[config.mk]
export PLATFORM = sky130hd
export DESIGN_NAME = uarf_classifier
export DESIGN_NICKNAME = d
export VERILOG_FILES = /design/src/design/udp_arp_receive_filter_defines.svh /design/src/design/uarf_pkg.sv /design/src/design/uarf_classifier.sv
export SDC_FILE = /design/constraint.sdc
export NUM_CORES = 1
export LEC_CHECK = 0
export BUFFER_PORTS_ARGS = -buffer_cell sky130_fd_sc_hd__buf_4
export CORE_AREA = 2 2 243 245
export DETAILED_ROUTE_END_ITERATION = 12
export DIE_AREA = 0 0 245 247
export PLACE_DENSITY = 0.39
export SETUP_SLACK_MARGIN = 0.02
export SLEW_MARGIN = 10
export SYNTH_ARGS = -nofsm -noshare
export SYNTH_HDL_FRONTEND = slang
export SYNTH_SLANG_ARGS = --single-unit
[constraint.sdc]
create_clock -name vclk -period 5.2
set_input_delay 0 -clock vclk [all_inputs]
set_output_delay 0 -clock vclk [all_outputs]
set_load 0.03 [all_outputs]
[src/design/udp_arp_receive_filter_defines.svh]
// Assertion helpers shared by the filter RTL.
`ifndef UDP_ARP_RECEIVE_FILTER_DEFINES_SVH
`define UDP_ARP_RECEIVE_FILTER_DEFINES_SVH

// Same-cycle implication, checked out of reset.
`define UARF_ASSERT_IMP(lbl, ante, cons) \
  lbl: assert property (@(posedge clk_i) disable iff (!rst_ni) (ante) |-> (cons)) \
    else $error("udp_arp_receive_filter: check failed");

// Next-cycle implication, checked out of reset.
`define UARF_ASSERT_NXT(lbl, ante, cons) \
  lbl: assert property (@(posedge clk_i) disable iff (!rst_ni) (ante) |=> (cons)) \
    else $error("udp_arp_receive_filter: check failed");

`endif

[src/design/uarf_pkg.sv]
package uarf_pkg;

  // Frame size limit and derived widths
  localparam int MaxFrame = 2048;
  localparam int PosW     = $clog2(MaxFrame);
  localparam int LenW     = PosW + 1;

  localparam int EthHdr    = 14;
  localparam int ArpMinLen = 42;
  localparam int UdpHdr    = 8;

  localparam logic [15:0] EthPIp   = 16'h0800;
  localparam logic [15:0] EthPArp  = 16'h0806;
  localparam logic [7:0]  IpprotoUdp = 8'd17;
  localparam logic [7:0]  ArpopRequest = 8'd1;
  localparam logic [7:0]  ArphrdEther = 8'd1;
  localparam logic [7:0]  ArphrdIeee802 = 8'd6;
  localparam logic [31:0] IpBroadcast = 32'hffff_ffff;

  // Configuration register indexes
  localparam int CfgIdxW = 3;
  localparam logic [CfgIdxW-1:0] CfgLocalIp    = 3'd0;
  localparam logic [CfgIdxW-1:0] CfgLocalPort  = 3'd1;
  localparam logic [CfgIdxW-1:0] CfgLocalMac   = 3'd2;
  localparam logic [CfgIdxW-1:0] CfgAcceptBcast = 3'd3;
  localparam logic [CfgIdxW-1:0] CfgDropAll    = 3'd4;
  localparam logic [CfgIdxW-1:0] CfgAnswerArp  = 3'd5;

  typedef enum logic [1:0] {
    VerdictNone = 2'd0,
    VerdictUdp  = 2'd1,
    VerdictArp  = 2'd2
  } verdict_e;

  typedef struct packed {
    logic [31:0] own_ip;
    logic [15:0] own_port;
    logic [47:0] local_mac;
    logic        accept_bcast;
    logic        drop_all;
    logic        answer_arp;
  } cfg_t;

  // Header fields captured while a frame streams past
  typedef struct packed {
    logic [47:0] dest_mac;
    logic [47:0] src_mac;
    logic [15:0] ether_type;
    logic [3:0]  hdr_words;
    logic [3:0]  version;
    logic [15:0] ip_total;
    logic [16:0] csum;
    logic [7:0]  protocol;
    logic [31:0] ip_src;
    logic [31:0] ip_dst;
    logic [15:0] udp_src;
    logic [15:0] udp_dst;
    logic [15:0] udp_len;
    logic        arp_ok;
    logic [47:0] arp_smac;
    logic [31:0] arp_sip;
    logic [31:0] arp_tip;
  } frame_t;

  // Everything the classifier needs at the end of a frame
  typedef struct packed {
    frame_t          f;
    logic            too_long;
    logic [LenW-1:0] len;
  } snap_t;

  typedef struct packed {
    verdict_e    verdict;
    logic        drop_frame;
    logic [15:0] peer_port;
    logic [31:0] peer_ip;
    logic [47:0] peer_mac;
    logic [10:0] payload_offset;
    logic [10:0] payload_length;
  } result_t;

endpackage

[src/design/uarf_classifier.sv]
module uarf_classifier import uarf_pkg::*; (
  input  snap_t   snap_i,
  input  cfg_t    cfg_i,
  output result_t res_o
);

  frame_t      f;
  logic [5:0]  hl;
  logic        otherhost, len_ok, udp_ok, port_match, ip_match, arp_frame, arp_hit;
  logic [15:0] plen_full;

  assign f = snap_i.f;
  assign hl = {f.hdr_words, 2'b00};

  // Destination must be a group address or ours
  assign otherhost = !f.dest_mac[40] && (f.dest_mac != cfg_i.local_mac);
  assign len_ok = (17'(f.ip_total) + 17'(EthHdr)) <= 17'(snap_i.len);

  assign udp_ok = !snap_i.too_long && (f.ether_type == EthPIp) && !otherhost &&
                  (f.version == 4'd4) && (f.hdr_words >= 4'd5) &&
                  (f.csum == 17'h0ffff) && len_ok && (f.ip_total >= 16'(hl)) &&
                  (f.protocol == IpprotoUdp) &&
                  (f.udp_len == f.ip_total - 16'(hl)) && (f.udp_len >= 16'(UdpHdr));
  assign port_match = (cfg_i.own_port != '0) && (f.udp_dst == cfg_i.own_port);
  assign ip_match   = (cfg_i.own_ip != '0) && (f.ip_dst == cfg_i.own_ip);

  // ARP request aimed at our unicast address
  assign arp_frame = cfg_i.answer_arp && (f.ether_type == EthPArp);
  assign arp_hit = !snap_i.too_long && (snap_i.len >= LenW'(ArpMinLen)) && f.arp_ok &&
                   (f.arp_tip[31:24] != 8'd127) && (f.arp_tip[31:28] != 4'he) &&
                   (f.arp_tip == cfg_i.own_ip);

  assign plen_full = f.udp_len - 16'(UdpHdr);

  always_comb begin
    res_o = '0;
    res_o.verdict = VerdictNone;
    if (arp_frame) begin
      if (arp_hit) begin
        res_o.verdict  = VerdictArp;
        res_o.peer_ip  = f.arp_sip;
        res_o.peer_mac = f.arp_smac;
      end
    end else if (udp_ok && port_match &&
                 (ip_match || (cfg_i.accept_bcast && f.ip_dst == IpBroadcast))) begin
      res_o.verdict        = VerdictUdp;
      res_o.peer_port      = f.udp_src;
      res_o.peer_ip        = f.ip_src;
      res_o.peer_mac       = f.src_mac;
      res_o.payload_offset = 11'(EthHdr) + 11'(hl) + 11'(UdpHdr);
      res_o.payload_length = plen_full[10:0];
    end
    res_o.drop_frame = cfg_i.drop_all || (udp_ok && port_match && ip_match);
  end

endmodule

==> results of run 1 <==
## layout make-up
| type | instances | area [µm²] | share of cell area, % |
|---|---|---|---|
| inverter | 29 | 108.9 | 1.044 |
| tap | 773 | 967.2 | 9.274 |
| multi-input combinational | 670 | 4626 | 44.35 |
| timing repair buffer | 628 | 4727 | 45.33 |
## through the flow
stage	setup WS, ns	cells	hold slack [ns]	utilization (%)
4_1_cts	0.9626	2100	0.3170	17.91
6_report	1.149	2100	0.3168	17.91
2_1_floorplan	1.308	757	0.1913	-
3_5_place_dp	0.9916	2100	0.3127	17.91
5_1_grt	0.7233	2100	0.3292	17.91
3_3_place_gp	1.034	2100	0.3125	17.91
## layer usage
layer  track usage, %  vias to the layer above
li1                 -                     3891
met1            12.48                     3639
met2            21.01                      451
met3            2.127                       52
met4            4.484                        0
met5                0                        -
## worst max path at each step
stage | cells past startpoint | end | slack [ns]
after floorplan | 13 | res_o[100] | 1.31
after global placement | 16 | res_o[32] | 1.03
after detailed placement | 16 | res_o[32] | 0.99
after CTS | 16 | res_o[32] | 0.96
after global routing | 16 | res_o[65] | 0.72
final | 16 | res_o[51] | 1.15
## kinds of logic after synthesis
logic type / share of synthesized area, %
muxes: 0.8331
xor gates and xnor gates: 28.81
other: 0.07567
buffers and inverters: 7.826
and+or+nand+nor: 36.38
adders and majority gates: 5.706
AOI/OAI and AO/OA: 20.37
## power by group
group          internal [mW]  switching [mW]  total [mW]
combinational          0.352           0.252       0.604
clock                      0               0           0
sequential                 0               0           0
## worst max-delay path, stage by stage
cell,delay (ns)
sky130_fd_sc_hd__buf_4,0.12
sky130_fd_sc_hd__inv_1,0.06
sky130_fd_sc_hd__ha_1,0.22
sky130_fd_sc_hd__nand2b_1,0.13
sky130_fd_sc_hd__and3_1,0.22
sky130_fd_sc_hd__nand3_1,0.10
sky130_fd_sc_hd__xnor2_1,0.15
sky130_fd_sc_hd__ha_1,0.32
sky130_fd_sc_hd__nand3_1,0.12
sky130_fd_sc_hd__a211oi_1,0.26
sky130_fd_sc_hd__o2111ai_1,0.23
sky130_fd_sc_hd__a2111oi_2,0.50
sky130_fd_sc_hd__o2111ai_4,0.49
sky130_fd_sc_hd__buf_4,0.44
sky130_fd_sc_hd__o41ai_1,0.45
sky130_fd_sc_hd__buf_4,0.24
## cells in the final DEF (no fill, tap or decap), types with 9 or more instances in the layout
| cell type | instances |
|---|---|
| sky130_fd_sc_hd__buf_4 | 627 |
| sky130_fd_sc_hd__nand2_1 | 172 |
| sky130_fd_sc_hd__xor2_1 | 100 |
| sky130_fd_sc_hd__o41ai_1 | 82 |
| sky130_fd_sc_hd__xnor2_1 | 63 |
| sky130_fd_sc_hd__nor4_1 | 46 |
| sky130_fd_sc_hd__nand4_1 | 33 |
| sky130_fd_sc_hd__inv_1 | 29 |
| sky130_fd_sc_hd__and2_1 | 29 |
| sky130_fd_sc_hd__ha_1 | 21 |
| sky130_fd_sc_hd__nor2_1 | 10 |
| sky130_fd_sc_hd__a21oi_1 | 10 |
| sky130_fd_sc_hd__nor3_1 | 9 |
==> reports/qor.tcl, run 1 <==
set qor(number_of_global_route_vias_before_repair) 8265
set qor(detailroute.wirelength.met2_um) 18980
set qor(fill_cells) 6694
set qor(pin_count_of_the_biggest_net_entering_global_routing) 81
set qor(rsz0062_at_grt) {no}
set qor(synth_top_area_cell) {sky130_fd_sc_hd__xor2_1}
set qor(run_status) {finished, final reports clean}
set qor(startpoint) {snap_i[264]}
set qor(met3RoutedLength_um) 2874
set qor(die_width_um) 245
set qor(fin_total_pwr_uw) 604.0
set qor(detail_route.drc_violations) 0
set qor(dieHeight_um) 247
set qor(num_antenna_cells) 0
set qor(post_synth_num_cell_types) 55
set qor(post_synthesis_to_final_layout_area_growth_pct) 110.4
set qor(route.layer.met1.wl_um) 14350
set qor(endpoint_kind) {output pin}
set qor(drive_gt1_share_pct) 48.00
set qor(initial_core_util_pct) 8.510
set qor(hold_path.startpoint) {snap_i[81]}
set qor(place_area_um2) 10430
set qor(synth_area_leaders) {sky130_fd_sc_hd__xor2_1 18%, sky130_fd_sc_hd__o41ai_1 14%, sky130_fd_sc_hd__nand2_1 13%}
set qor(vdd_drop_max_mv) 0.02562
set qor(worstMarginPinSlew_ns) 1.104
set qor(maxCapViolations) 0
set qor(num_vias) 8033
set qor(design.die.area_um2) 60520
set qor(whs_path_depth) 4
set qor(setup-violations-final) 0
set qor(port-buffer-count) 614
set qor(post_synth_inst_count) 753
set qor(achievable-frequency_mhz) 246.8
set qor(post-route-period-util_pct) 77.91
set qor(overall_track_demand_over_capacity_in_global_routing_pct) 11.26
set qor(yosys_warnings) 0
set qor(startpoint_type) {input pin}
set qor(total_leakage_power_nw) 4.615
set qor(syn-cell-area_um2) 4956
set qor(min_path_type) {in -> out}
set qor(final_max_slew_viol_count) 0
set qor(place.gp.congestion) 0.8655
set qor(ys_seq_area_share_pct) 0
set qor(antenna_found_initial) 2
set qor(yosys-top-cells-count) {172 x sky130_fd_sc_hd__nand2_1, 100 x sky130_fd_sc_hd__xor2_1, 82 x sky130_fd_sc_hd__o41ai_1}
set qor(criticalPathCategory) {in -> out}
set qor(seq_cell_count) 0
set qor(avgRoutedWirePerCell_um) 18.03
set qor(critical_path_required_ns) 5.20
set qor(io_pins) 619
set qor(critPathMaxFanout) 35
set qor(synth_area_per_cell_um2) 6.582
set qor(fin_setup_tns_ns) 0
set qor(cts_resizes) 0
set qor(post-route-cell-area_um2) 10430
set qor(fp.coreArea_um2) 58240
set qor(first_iter_violations) 227
set qor(detail_route.wirelength_um) 37860
set qor(n_clock_buffer) 0
set qor(worst_ep_arrival_time_ns) 4.05
set qor(buffer_count_from_post_cts_setup_fixing) 0
set qor(firstDrtPassIters) 5
set qor(rows) 89
set qor(regArea_um2) 0
set qor(hpwl_detailed_um) 32990
set qor(worst_hold_path.endpoint) {res_o[26]}
set qor(cts_hold_repair.buffers) 0
set qor(drt-vias-per-instance) 3.825
set qor(power.density_nw_per_um2) 57.91
set qor(overflow) 0
set qor(route.top_layer_used) {met4}
set qor(final_hold_fails) 0
set qor(maxSlewHeadroom_pct) 26.40
set qor(finalNetCount) 1849
set qor(post_layout_minimum_cycle_time_ns) 4.051
set qor(post-synth-top-count-cell) {sky130_fd_sc_hd__nand2_1}
set qor(post-synth-top-area-fraction_pct) 17.67
set qor(wire_length_of_the_first_global_routing_pass_um) 51770
set qor(number_of_nets_still_failing_antenna_checks_after_routing) 0
(Power assumes the default switching activity.)
==> run 2, diff against run 1 <==
Settings changed: PLACE_DENSITY 0.39 to 0.4.
Clock period 5.2 ns to 3.4 ns, I/O delays scaled along.
==> reports/qor.tcl, run 2 (synthesis results as in run 1) <==
set qor(violations) {negative setup slack}
set qor(final_max_slew_viol_count) 0
set qor(run_status) {finished with violations}
set qor(hpwl_detailed_um) 35970
set qor(place.gp.congestion) 0.8841
set qor(avgRoutedWirePerCell_um) 19.90
set qor(num_vias) 8677
set qor(io_pins) 619
set qor(number_of_global_route_vias_before_repair) 9170
set qor(place_area_um2) 11250
set qor(overall_track_demand_over_capacity_in_global_routing_pct) 12.80
set qor(number_of_nets_still_failing_antenna_checks_after_routing) 0
set qor(drt-vias-per-instance) 3.949
set qor(post_synthesis_to_final_layout_area_growth_pct) 163.1
set qor(dieHeight_um) 247
set qor(layoutNonFillerInstCount) 2197
set qor(maxSlewHeadroom_pct) 54.69
set qor(worstMarginPinSlew_ns) 0.6735
set qor(fill_cells) 6479
set qor(fp.coreArea_um2) 58240
set qor(design.die.area_um2) 60520
set qor(setup-violations-final) 24
set qor(n_clock_buffer) 0
set qor(port-buffer-count) 614
set qor(antenna_found_initial) 11
set qor(seq_cell_count) 0
set qor(maxCapViolations) 0
set qor(rsz0062_at_grt) {yes}
set qor(fin_total_pwr_mw) 1.005
set qor(endpoint_kind) {output pin}
set qor(multi_input_comb_area_um2) 5762
set qor(post-route-cell-area_um2) 13040
set qor(final_util_pct) 22.39
set qor(vdd_drop_max_mv) 0.04443
set qor(startpoint_type) {input pin}
set qor(total_leakage_power_nw) 6.848
set qor(final_cell_mix) {612 x sky130_fd_sc_hd__buf_4, 170 x sky130_fd_sc_hd__nand2_1, 100 x sky130_fd_sc_hd__xor2_1, 76 x sky130_fd_sc_hd__buf_6, 60 x sky130_fd_sc_hd__xnor2_1}
set qor(timing.final.ws_setup_ns) -0.08172
set qor(finalNetCount) 1942
set qor(firstDrtPassIters) 4
set qor(crit_path_top_delay_cell) {sky130_fd_sc_hd__or4b_4}
set qor(post_layout_minimum_cycle_time_ns) 3.482
set qor(detail_route.wirelength_um) 43710
set qor(worst_ep_arrival_time_ns) 3.48
set qor(critical-path-max-stage-delay_ns) 0.51
set qor(rows) 89
set qor(initial_core_util_pct) 8.510
set qor(first_iter_violations) 281
set qor(critPathMaxFanout) 18
set qor(final_hold_fails) 0
set qor(whs_path_depth) 3
set qor(post-route-period-util_pct) 102.4
set qor(die_width_um) 245
set qor(min_path_type) {in -> out}
set qor(placed_cells_incl_taps) 2162
set qor(wire_length_of_the_first_global_routing_pass_um) 57520
set qor(achievable-frequency_mhz) 287.2
set qor(worst_hold_slack_ns) 0.3136
set qor(final_common_cell) {sky130_fd_sc_hd__buf_4}
set qor(regArea_um2) 0
set qor(pin_count_of_the_biggest_net_entering_global_routing) 82
set qor(timing.critical_path.cells) {buf_6, inv_4, ha_4, nand2b_4, and3_4, buf_4, nand2_4, xnor2_2, ha_1, nand4_1, nor2_2, nor3b_2, a31oi_2, or4b_4, nand2b_4, bufbuf_16, o41ai_1, buf_4}
set qor(overflow) 0
set qor(drive_gt1_share_pct) 59.23
set qor(criticalPathCategory) {in -> out}
set qor(critical_path_required_ns) 3.40
set qor(power.density_nw_per_um2) 77.06
set qor(detail_route.drc_violations) 0
-- run 2: layout make-up --
type,count,share of cell area [%]
Multi-Input combinational cell,670,44.18
Tap cell,773,7.416
Antenna cell,4,0.07675
Inverter,29,0.8923
Timing Repair Buffer,721,47.43
-- run 2: critical path: cells and delay by family --
family / cells / cell delay [ns]
fa+ha+maj: 2 / 0.43
buf+inv: 5 / 0.84
simple gates: 8 / 1.45
compound gates: 2 / 0.60
xor+xnor: 1 / 0.17
-- run 2: layer usage --
layer	GRT usage (%)	vias to the layer above	wire length [µm]
li1	-	4097	-
met3	3.050	65	3685
met1	13.86	4045	15760
met4	3.838	10	1492
met5	0	-	61
met2	24.40	460	22710
-- run 2: path summary, 6_finish.rpt --
path	start	end
hold / removal	snap_i[171]	res_o[115]
setup / recovery	snap_i[264]	res_o[44]
-- run 2: power by group --
group / switching, mW / internal (mW)
Combinational: 0.416 / 0.589
Clock: 0 / 0.000000159
Sequential: 0 / 0
-- run 2: through the flow --
step	setup slack [ns]	setup TNS [ns]
4_1_cts	-0.06234	-0.6085
3_5_place_dp	-0.5273	-18.30
5_1_grt	-0.1982	-14.09
2_1_floorplan	-0.3102	-21.97
6_report	-0.08172	-0.4333
3_3_place_gp	-0.4968	-13.64
-- run 2: timing repair --
item,CTS,global route
pin swaps,25,9
gates resized for setup,120,110
hold endpoints to repair,0,0
buffers inserted,13,6
hold buffers,0,0
setup endpoints to repair,113,115
gates cloned,6,6
