$ cat config.mk
export PLATFORM = sky130hd
export DESIGN_NAME = uarf_parser
export DESIGN_NICKNAME = d
export VERILOG_FILES = /design/src/design/udp_arp_receive_filter_defines.svh /design/src/design/uarf_pkg.sv /design/src/design/uarf_parser.sv
export SDC_FILE = /design/constraint.sdc
export NUM_CORES = 1
export LEC_CHECK = 0
export BUFFER_PORTS_ARGS = -buffer_cell sky130_fd_sc_hd__buf_2
export CORE_MARGIN = 3
export CORE_UTILIZATION = 55
export CTS_CLUSTER_DIAMETER = 120
export DETAILED_ROUTE_END_ITERATION = 8
export PLACE_DENSITY = 0.8
export SYNTH_ARGS = -nofsm -noshare
export SYNTH_HDL_FRONTEND = slang
export SYNTH_SLANG_ARGS = --single-unit
$ cat constraint.sdc
create_clock -name clk_i -period 10.35 [get_ports clk_i]
set_clock_uncertainty 0.05 [all_clocks]
set_input_delay 1.5525 -clock clk_i [delete_from_list [all_inputs] [get_ports clk_i]]
set_output_delay 1.5525 -clock clk_i [all_outputs]
set_load 0.005 [all_outputs]
$ cat src/design/udp_arp_receive_filter_defines.svh
// Assertion helpers shared by the filter RTL.
`ifndef UDP_ARP_RECEIVE_FILTER_DEFINES_SVH
`define UDP_ARP_RECEIVE_FILTER_DEFINES_SVH

// Same-cycle implication, checked out of reset.
`define UARF_ASSERT_IMP(lbl, ante, cons) \
  lbl: assert property (@(posedge clk_i) disable iff (!rst_ni) (ante) |-> (cons)) \
    else $error("udp_arp_receive_filter: check failed");

// Next-cycle implication, checked out of reset.
`define UARF_ASSERT_NXT(lbl, ante, cons) \
  lbl: assert property (@(posedge clk_i) disable iff (!rst_ni) (ante) |=> (cons)) \
    else $error("udp_arp_receive_filter: check failed");

`endif

$ cat src/design/uarf_pkg.sv
package uarf_pkg;

  // Frame size limit and derived widths
  localparam int MaxFrame = 2048;
  localparam int PosW     = $clog2(MaxFrame);
  localparam int LenW     = PosW + 1;

  localparam int EthHdr    = 14;
  localparam int ArpMinLen = 42;
  localparam int UdpHdr    = 8;

  localparam logic [15:0] EthPIp   = 16'h0800;
  localparam logic [15:0] EthPArp  = 16'h0806;
  localparam logic [7:0]  IpprotoUdp = 8'd17;
  localparam logic [7:0]  ArpopRequest = 8'd1;
  localparam logic [7:0]  ArphrdEther = 8'd1;
  localparam logic [7:0]  ArphrdIeee802 = 8'd6;
  localparam logic [31:0] IpBroadcast = 32'hffff_ffff;

  // Configuration register indexes
  localparam int CfgIdxW = 3;
  localparam logic [CfgIdxW-1:0] CfgLocalIp    = 3'd0;
  localparam logic [CfgIdxW-1:0] CfgLocalPort  = 3'd1;
  localparam logic [CfgIdxW-1:0] CfgLocalMac   = 3'd2;
  localparam logic [CfgIdxW-1:0] CfgAcceptBcast = 3'd3;
  localparam logic [CfgIdxW-1:0] CfgDropAll    = 3'd4;
  localparam logic [CfgIdxW-1:0] CfgAnswerArp  = 3'd5;

  typedef enum logic [1:0] {
    VerdictNone = 2'd0,
    VerdictUdp  = 2'd1,
    VerdictArp  = 2'd2
  } verdict_e;

  typedef struct packed {
    logic [31:0] own_ip;
    logic [15:0] own_port;
    logic [47:0] local_mac;
    logic        accept_bcast;
    logic        drop_all;
    logic        answer_arp;
  } cfg_t;

  // Header fields captured while a frame streams past
  typedef struct packed {
    logic [47:0] dest_mac;
    logic [47:0] src_mac;
    logic [15:0] ether_type;
    logic [3:0]  hdr_words;
    logic [3:0]  version;
    logic [15:0] ip_total;
    logic [16:0] csum;
    logic [7:0]  protocol;
    logic [31:0] ip_src;
    logic [31:0] ip_dst;
    logic [15:0] udp_src;
    logic [15:0] udp_dst;
    logic [15:0] udp_len;
    logic        arp_ok;
    logic [47:0] arp_smac;
    logic [31:0] arp_sip;
    logic [31:0] arp_tip;
  } frame_t;

  // Everything the classifier needs at the end of a frame
  typedef struct packed {
    frame_t          f;
    logic            too_long;
    logic [LenW-1:0] len;
  } snap_t;

  typedef struct packed {
    verdict_e    verdict;
    logic        drop_frame;
    logic [15:0] peer_port;
    logic [31:0] peer_ip;
    logic [47:0] peer_mac;
    logic [10:0] payload_offset;
    logic [10:0] payload_length;
  } result_t;

endpackage

$ cat src/design/uarf_parser.sv
module uarf_parser import uarf_pkg::*; (
  input  logic       clk_i,
  input  logic       rst_ni,
  input  logic       advance_i,
  input  logic       byte_valid_i,
  input  logic [7:0] byte_i,
  input  logic       end_i,
  output logic       snap_valid_o,
  output snap_t      snap_o
);

  logic [PosW-1:0] pos_q;
  logic            too_long_q;
  frame_t          fr_q, fr_d;
  logic            snap_valid_q;
  snap_t           snap_q;

  logic [PosW-1:0] r, u, hl;
  logic [3:0]      hw;
  logic [16:0]     sum;

  // Capture of the current byte into the header fields
  always_comb begin
    fr_d = fr_q;
    r    = pos_q - PosW'(EthHdr);
    hw   = (r == '0) ? byte_i[3:0] : fr_q.hdr_words;
    hl   = PosW'({hw, 2'b00});
    u    = r - hl;
    sum  = fr_q.csum + (r[0] ? {9'b0, byte_i} : {1'b0, byte_i, 8'b0});
    if (sum[16]) begin
      sum = {1'b0, sum[15:0]} + 17'd1;
    end
    if (!too_long_q) begin
      if (pos_q < PosW'(6)) begin
        fr_d.dest_mac = {fr_q.dest_mac[39:0], byte_i};
      end else if (pos_q < PosW'(12)) begin
        fr_d.src_mac = {fr_q.src_mac[39:0], byte_i};
      end else if (pos_q < PosW'(EthHdr)) begin
        fr_d.ether_type = {fr_q.ether_type[7:0], byte_i};
      end else begin
        if (r == '0) begin
          fr_d.version   = byte_i[7:4];
          fr_d.hdr_words = byte_i[3:0];
        end
        if (r < hl) begin
          fr_d.csum = sum;
        end
        if (r == PosW'(2) || r == PosW'(3)) begin
          fr_d.ip_total = {fr_q.ip_total[7:0], byte_i};
        end
        if (r == PosW'(9)) begin
          fr_d.protocol = byte_i;
        end
        if (r >= PosW'(12) && r < PosW'(16)) begin
          fr_d.ip_src = {fr_q.ip_src[23:0], byte_i};
        end
        if (r >= PosW'(16) && r < PosW'(20)) begin
          fr_d.ip_dst = {fr_q.ip_dst[23:0], byte_i};
        end
        // UDP header sits right after the IP options
        if (r >= hl) begin
          if (u < PosW'(2)) begin
            fr_d.udp_src = {fr_q.udp_src[7:0], byte_i};
          end else if (u < PosW'(4)) begin
            fr_d.udp_dst = {fr_q.udp_dst[7:0], byte_i};
          end else if (u < PosW'(6)) begin
            fr_d.udp_len = {fr_q.udp_len[7:0], byte_i};
          end
        end
        // ARP fixed header checks
        if (r == PosW'(0)) begin
          fr_d.arp_ok = (byte_i == 8'h00);
        end else if (r == PosW'(1)) begin
          fr_d.arp_ok = fr_q.arp_ok && (byte_i == ArphrdEther || byte_i == ArphrdIeee802);
        end else if (r == PosW'(2)) begin
          fr_d.arp_ok = fr_q.arp_ok && (byte_i == EthPIp[15:8]);
        end else if (r == PosW'(3) || r == PosW'(6)) begin
          fr_d.arp_ok = fr_q.arp_ok && (byte_i == 8'h00);
        end else if (r == PosW'(7)) begin
          fr_d.arp_ok = fr_q.arp_ok && (byte_i == ArpopRequest);
        end
        if (r >= PosW'(8) && r < PosW'(14)) begin
          fr_d.arp_smac = {fr_q.arp_smac[39:0], byte_i};
        end
        if (r >= PosW'(14) && r < PosW'(18)) begin
          fr_d.arp_sip = {fr_q.arp_sip[23:0], byte_i};
        end
        if (r >= PosW'(24) && r < PosW'(28)) begin
          fr_d.arp_tip = {fr_q.arp_tip[23:0], byte_i};
        end
      end
    end
  end

  // Per-frame state and end-of-frame snapshot
  always_ff @(posedge clk_i or negedge rst_ni) begin
    if (!rst_ni) begin
      pos_q        <= '0;
      too_long_q   <= 1'b0;
      fr_q         <= '0;
      snap_valid_q <= 1'b0;
    end else if (advance_i) begin
      snap_valid_q <= byte_valid_i && end_i;
      if (byte_valid_i) begin
        if (end_i) begin
          pos_q      <= '0;
          too_long_q <= 1'b0;
          fr_q       <= '0;
        end else begin
          fr_q <= fr_d;
          if (!too_long_q) begin
            if (pos_q == PosW'(MaxFrame - 1)) begin
              too_long_q <= 1'b1;
            end else begin
              pos_q <= pos_q + PosW'(1);
            end
          end
        end
      end
    end
  end

  always_ff @(posedge clk_i) begin
    if (advance_i && byte_valid_i && end_i) begin
      snap_q.f        <= fr_d;
      snap_q.too_long <= too_long_q;
      snap_q.len      <= {1'b0, pos_q} + LenW'(1);
    end
  end

  assign snap_valid_o = snap_valid_q;
  assign snap_o       = snap_q;

endmodule

==> results.md, run 1 <==
* Status: complete, no violations
* Core Box Area at 62200 um^2
* Htree depth at 3
* Post-CTS setup buffers at 0
* Post-route ant nets at 0
* Cts hold-fix bufs at 0
* Worst setup path class: reg2reg
* Tcrit/Tclk final at 0.570
* Residual DRC at 0
* Synth top area share at 0.344
* I/O pin count at 413
* CP Capture Type: flip-flop
* GR Overflow Total at 0
* Setup-failing EPs final at 0
* Reg2Reg Depth at 14
* Final min period at 5900 ps
* Synthesized area per cell at 11.7 um^2
* Mapped Cells at 2981
* Final Cell Area at 40200 um^2
* Commonest non-fill, non-tap cells in the layout: nand2_1 (744), buf_2 (410), dfrtp_1 (399), edfxtp_1 (399), o21ai_0 (288)
* Cell family with most CP delay: simple AND/OR/NAND/NOR gates
* Via count at 25600
* Layout area overhead at 15.4%
* Critical path arrival at 6240 ps
* Synth area leaders: edfxtp_1 (34%), dfrtp_1 (29%), nand2_1 (8.0%)
* HPWL after DPL at 58100 um
* Worst Hold Launch: fr_q[25]
* Critical Path RT at 10690 ps
* Reg-to-reg endpoint: snap_o[173]
* Die height at 258 um
* Commonest non-fill, non-tap cell in the layout: nand2_1
* IO Port Bufs at 412
* First-pass DRT Iterations at 7
* Drt via density at 6.08
* Avg WL per Cell at 22.5 um
* CTS max path bufs at 3
* Crit-path slowest cell: nand4_2
* Root buffer cell: clkbuf_16
* CTS clk-pin slew, worst paths at 70 ps
* Largest net degree at the start of global routing at 182
* Starting Density at 0.561
* Met2 wire length at 44600 um
* YS warnings at 0
* Cell mode on critical path: ha_1
* Final RePlAce weighted congestion at 0.882
* Total routed wirelength at 94800 um
* Prevailing post-synth register cell: edfxtp_1
* Synthesized area at 34900 um^2
* Initial antenna violation count at 4
* TNS Setup at 0 ps
* Post-CTS sizing at 0
* Crit path launch type: flip-flop
* Worst r2r src: pos_q[1]
* Die width at 258 um
* Peak VDD IR at 132 uV
* Slew @ Worst Pin at 1120 ps
* Pwr/cell area at 175 nW/um^2
* Crit path largest cell delay at 630 ps
* Gr usage total at 0.280
* Synth Net Count at 3024
* Max Cap Violations at 0
* FF-to-FF setup slack at 4450 ps
* Number of synthesized flops with an enable pin at 399
* Levels on crit path at 14
* Post-synth top area cell: edfxtp_1
* Worst-Skew Late Latency at 650 ps
* CTS tree: done
* Hold Crit Depth at 2
* Vias in the first global route at 24200
* Sequential area share after synthesis at 0.630
* Die area at 66400 um^2
* Post-DP Area at 37500 um^2
* Leakage power at 17.4 nW
* Metal3 WL at 8470 um
* CP bufs+invs at 0
* Hold EP: fr_q[25]
* Ratio of cells with drive above 1 in the final layout at 0.226
* Post-synth ARST share at 0.500
* Unrepaired setup endpoints after global routing: false
* Post-synthesis cell type count at 87
* DRT iter0 DRCs at 2956
* Max_slew headroom at 0.251
* Max Fanout on Critical Path at 24
* Clk sinks at 798
* M1 WL at 38400 um
* Final Max Slew Viols at 0
* Top Metal Used: met4
* Core Rows at 91
* Nets at 3337
* CP cell instances: ha_1, and2_1, or4b_4, a21oi_4, o2111a_1, mux2i_1, ha_1, nor2b_1, o21ai_0, nand2b_1, xor2_1, a2111oi_4, nand4_2, mux2_1
* First-pass GRT wire length at 145000 um
* Cts bufs inserted at 82
* Max Clock Freq at 0.169 GHz
* Final Hold Fails at 0
* Hold Path Class: reg2reg
* Number of synthesized register bits at 798
* Filler cell count at 4626
[power breakdown]
part | leakage [nW] | switching [W] | internal (W)
clock network | 1.32 | 0.00128 | 0.00170
registers | 9.10 | 0.0000984 | 0.00346
logic | 6.97 | 0.000351 | 0.000173
total | 17.4 | 0.00173 | 0.00533
[per-stage QoR]
| step | hold WS, ps | util | instances | setup WS, ps | total power, W |
|---|---|---|---|---|---|
| 2_1_floorplan | 400 | - | 2981 | 1590 | 0.00392 |
| 3_3_place_gp | 411 | 0.603 | 4047 | 4460 | 0.00412 |
| 3_5_place_dp | 421 | 0.603 | 4047 | 4400 | 0.00414 |
| 4_1_cts | 434 | 0.647 | 4201 | 4540 | 0.00710 |
| 5_1_grt | 458 | 0.647 | 4201 | 4020 | 0.00730 |
| 6_report | 429 | 0.647 | 4205 | 4450 | 0.00706 |
[registers in the layout, summed over array words and instances (netlist names)]
register and cells:
snap_valid_o 1, too_long_q 1, fr_q 386, snap_o 399, pos_q 11
[worst max path at each step]
stage,startpoint,endpoint,slack (ps)
floorplan,advance_i,snap_o[0],1590
global placement,byte_i[0],snap_o[261],4460
detailed placement,byte_i[0],snap_o[261],4400
CTS,pos_q[1],snap_o[171],4540
global route,pos_q[1],snap_o[170],4020
finish,pos_q[1],snap_o[173],4450
[cells in the mapped netlist (4+ instances only)]
master / n
nand2_1: 745
dfrtp_1: 399
edfxtp_1: 399
o21ai_0: 288
clkbuf_1: 157
mux2_2: 152
a22o_1: 141
a22oi_1: 136
o221ai_1: 60
nor2_1: 48
buf_2: 44
a21boi_0: 38
ha_1: 28
xnor2_1: 27
a21oi_1: 25
nand3_1: 23
inv_1: 22
nor3_1: 17
xor2_1: 16
o21ai_1: 15
o211ai_1: 13
and3_1: 12
buf_1: 12
mux2_1: 10
nand2b_1: 9
nor2b_1: 7
a211oi_1: 6
a21o_1: 6
and2_1: 6
a32o_1: 5
mux2i_1: 5
o31ai_1: 5
or3_1: 5
a2111oi_0: 4
a211o_1: 4
nor3b_1: 4
nor4_1: 4
o2111ai_1: 4
o21bai_1: 4
[cells by family (layout without fill, tap and decap cells)]
family,after synthesis,after routing,share of synthesized area
other cells,0,4,0
mux,167,167,0.0538
compound gates,790,790,0.157
simple gates,913,913,0.109
flops,798,798,0.630
buf+inv,240,623,0.0282
fa+ha+maj,30,30,0.0112
xor+xnor,43,43,0.0108
[worst register-to-register path: cells and delay by family, from the launching register on]
family                     cells  cell delay (ps)
and+or+nand+nor                5             1710
muxes                          2              930
DFF                            1              570
xor gates and xnor gates       1              190
adders and majority gates      2              750
AOI/OAI and AO/OA              4             1430
[routing by layer]
| metal | GRT usage | vias to the layer above |
|---|---|---|
| li1 | - | 11500 |
| met5 | 0 | - |
| met3 | 0.0643 | 192 |
| met2 | 0.436 | 1126 |
| met1 | 0.391 | 12700 |
| met4 | 0.0969 | 0 |
[cell type report]
class	count	area, um^2	area share
clock buffer	114	2290	0.0570
sequential	798	22000	0.546
clock inverter	40	462	0.0115
tap	837	1050	0.0260
antenna	4	10.0	0.000249
timing repair buffer	447	2390	0.0594
multi-input combinational	1943	12000	0.298
inverter	22	82.6	0.00205
(Power assumes the default switching activity.)
==> inputs of run 2 (changes only) <==
- clock period: 10.35 -> 5.59 ns (I/O delays scaled with it)
==> run 2 against run 1 <==
Routed wire length increased by 1.2%. Final cell count increased by 0.55%. Worst setup slack got worse by 4300 ps. Critical path type unchanged. Register-to-register slack got worse by 4300 ps. Via count decreased by 0.14%. Global-route usage increased by 0.42 points. Combinational power increased by 95%. Sequential power increased by 85%. Count of clock-buffer cells in the layout decreased by 3. Flip-flop and latch count unchanged.
==> results.md, run 2 (synthesized netlist as in run 1, its figures left out) <==
* FF-to-FF setup slack at 200 ps
* Worst-Skew Late Latency at 640 ps
* Tcrit/Tclk final at 0.965
* Reg-to-reg endpoint: fr_q[150]
* Ratio of cells with drive above 1 in the final layout at 0.237
* Max_slew headroom at 0.224
* Filler cell count at 4523
* Unrepaired setup endpoints after global routing: true
* Htree depth at 3
* Core Rows at 91
* Leakage power at 17.6 nW
* DRT iter0 DRCs at 2658
* Gr usage total at 0.284
* Post-layout util at 0.654
* Largest register FFs at 399
* Starting Density at 0.561
* Cts hold-fix bufs at 0
* First-pass GRT wire length at 147000 um
* Area taken by multi-input logic gates at 12000 um^2
* Antenna diodes at 0
* Max Fanout on Critical Path at 10
* IO Port Bufs at 412
* Die area at 66400 um^2
* Post-route ant nets at 0
* Cts bufs inserted at 80
* Max Cap Violations at 0
* CP Capture Type: flip-flop
* Core Box Area at 62200 um^2
* CTS max path bufs at 3
* Crit path launch type: flip-flop
* Clk sinks at 798
* Initial antenna violation count at 8
* Die height at 258 um
* Reg2Reg Depth at 14
* Critical path arrival at 5880 ps
* Setup-failing EPs final at 0
* Via count at 25500
* Max Clock Freq at 0.185 GHz
* HPWL after DPL at 60100 um
* Worst r2r src: pos_q[1]
* Layout area overhead at 16.6%
* Root buffer cell: clkbuf_16
* Avg WL per Cell at 22.7 um
* Slew @ Worst Pin at 1160 ps
* Final Hold Fails at 0
* First-pass DRT Iterations at 6
* Pwr/cell area at 325 nW/um^2
* Final min period at 5390 ps
* I/O pin count at 413
* Commonest non-fill, non-tap cells in the layout: nand2_1 (744), buf_2 (410), edfxtp_1 (399)
* CTS tree: done
* Die width at 258 um
* GR Overflow Total at 0
* Status: complete, no violations
* CTS clk-pin slew, worst paths at 60 ps
* Nets at 3367
* FF/Latch Area at 22000 um^2
* Largest net degree at the start of global routing at 205
* Vias in the first global route at 24600
* Drt via density at 6.04
* Total routed wirelength at 96000 um
* Commonest non-fill, non-tap cell in the layout: nand2_1
* Residual DRC at 0
* Critical Path RT at 6080 ps
* Peak VDD IR at 284 uV
* Hold Path Class: in2async
* Final Max Slew Viols at 0
* Final RePlAce weighted congestion at 0.869
* Worst setup path class: reg2reg
* Worst hold slack at 125 ps
run 2: cell count changes in the layout (fill, tap and decap cells not counted), moves of 2 or more:
cell / previous run / this run
clkinv_2: 10 / 12
bufinv_16: 5 / 8
clkinv_16: 5 / 2
diode_2: 4 / 0
buf_12: 4 / 10
buf_4: 31 / 56
clkbuf_1: 21 / 17
inv_16: 0 / 2
clkinv_1: 13 / 4
clkbuf_8: 10 / 12
run 2: critical path, stage by stage, from the launching register on:
cell and delay (ps):
dfrtp_1 380, ha_1 340, and2_1 250, or4b_4 530, a21oi_4 240, o2111a_1 400
mux2_2 380, ha_1 210, inv_1 90, fa_1 410, or3_1 410, a2111oi_4 490
and2_1 260, nand4_1 480, o221ai_1 380
run 2: what timing repair did:
action	in CTS	in global routing
buffers inserted	0	7
gates resized for setup	1	8
pin swaps	0	2
setup endpoints to repair	4	130
gates cloned	0	1
run 2: power breakdown:
group	internal, W	switching (W)	total (W)
clock	0.00327	0.00235	0.00562
sequential	0.00641	0.000170	0.00658
combinational	0.000335	0.000683	0.00102
run 2: worst max path at each step:
| stage | from | to | slack [ps] | cells past startpoint |
|---|---|---|---|---|
| 4_1_cts | pos_q[1] | snap_o[141] | -10 | 16 |
| 3_3_place_gp | pos_q[1] | snap_o[170] | 150 | 13 |
| 3_5_place_dp | pos_q[1] | snap_o[173] | -40 | 16 |
| 5_1_grt | pos_q[1] | fr_q[146] | -6 | 15 |
| 2_1_floorplan | advance_i | snap_o[0] | -2080 | 5 |
| 6_report | pos_q[1] | fr_q[150] | 200 | 14 |
run 2: routing by layer:
layer  global-route usage  up-vias  share of wire
met5                    0        -        0.00035
met4                0.118        6          0.043
met3               0.0768      235          0.091
met2                0.441     1139           0.46
met1                0.382    12600           0.40
li1                     -    11600              -
run 2: area by class of cell:
type,instances,share of cell area
flip-flops and latches,798,0.541
multi-input cells,1944,0.296
repair buffers,478,0.0664
clock buffers,111,0.0561
well taps,837,0.0258
clock inverters,38,0.0126
inverters,22,0.00203
run 2: stage by stage:
step	cell area, um^2	setup WS, ps	power [W]	TNS (ps)	cells
after floorplan	34900	-2080	0.00727	-830770	2981
after global placement	37700	153	0.00766	0	4071
after detailed placement	37700	-40.8	0.00769	-82.3	4071
after CTS	40500	-11.6	0.0133	-18.1	4220
after global routing	40600	-5.65	0.0137	-8.22	4228
final	40600	195	0.0132	0	4228
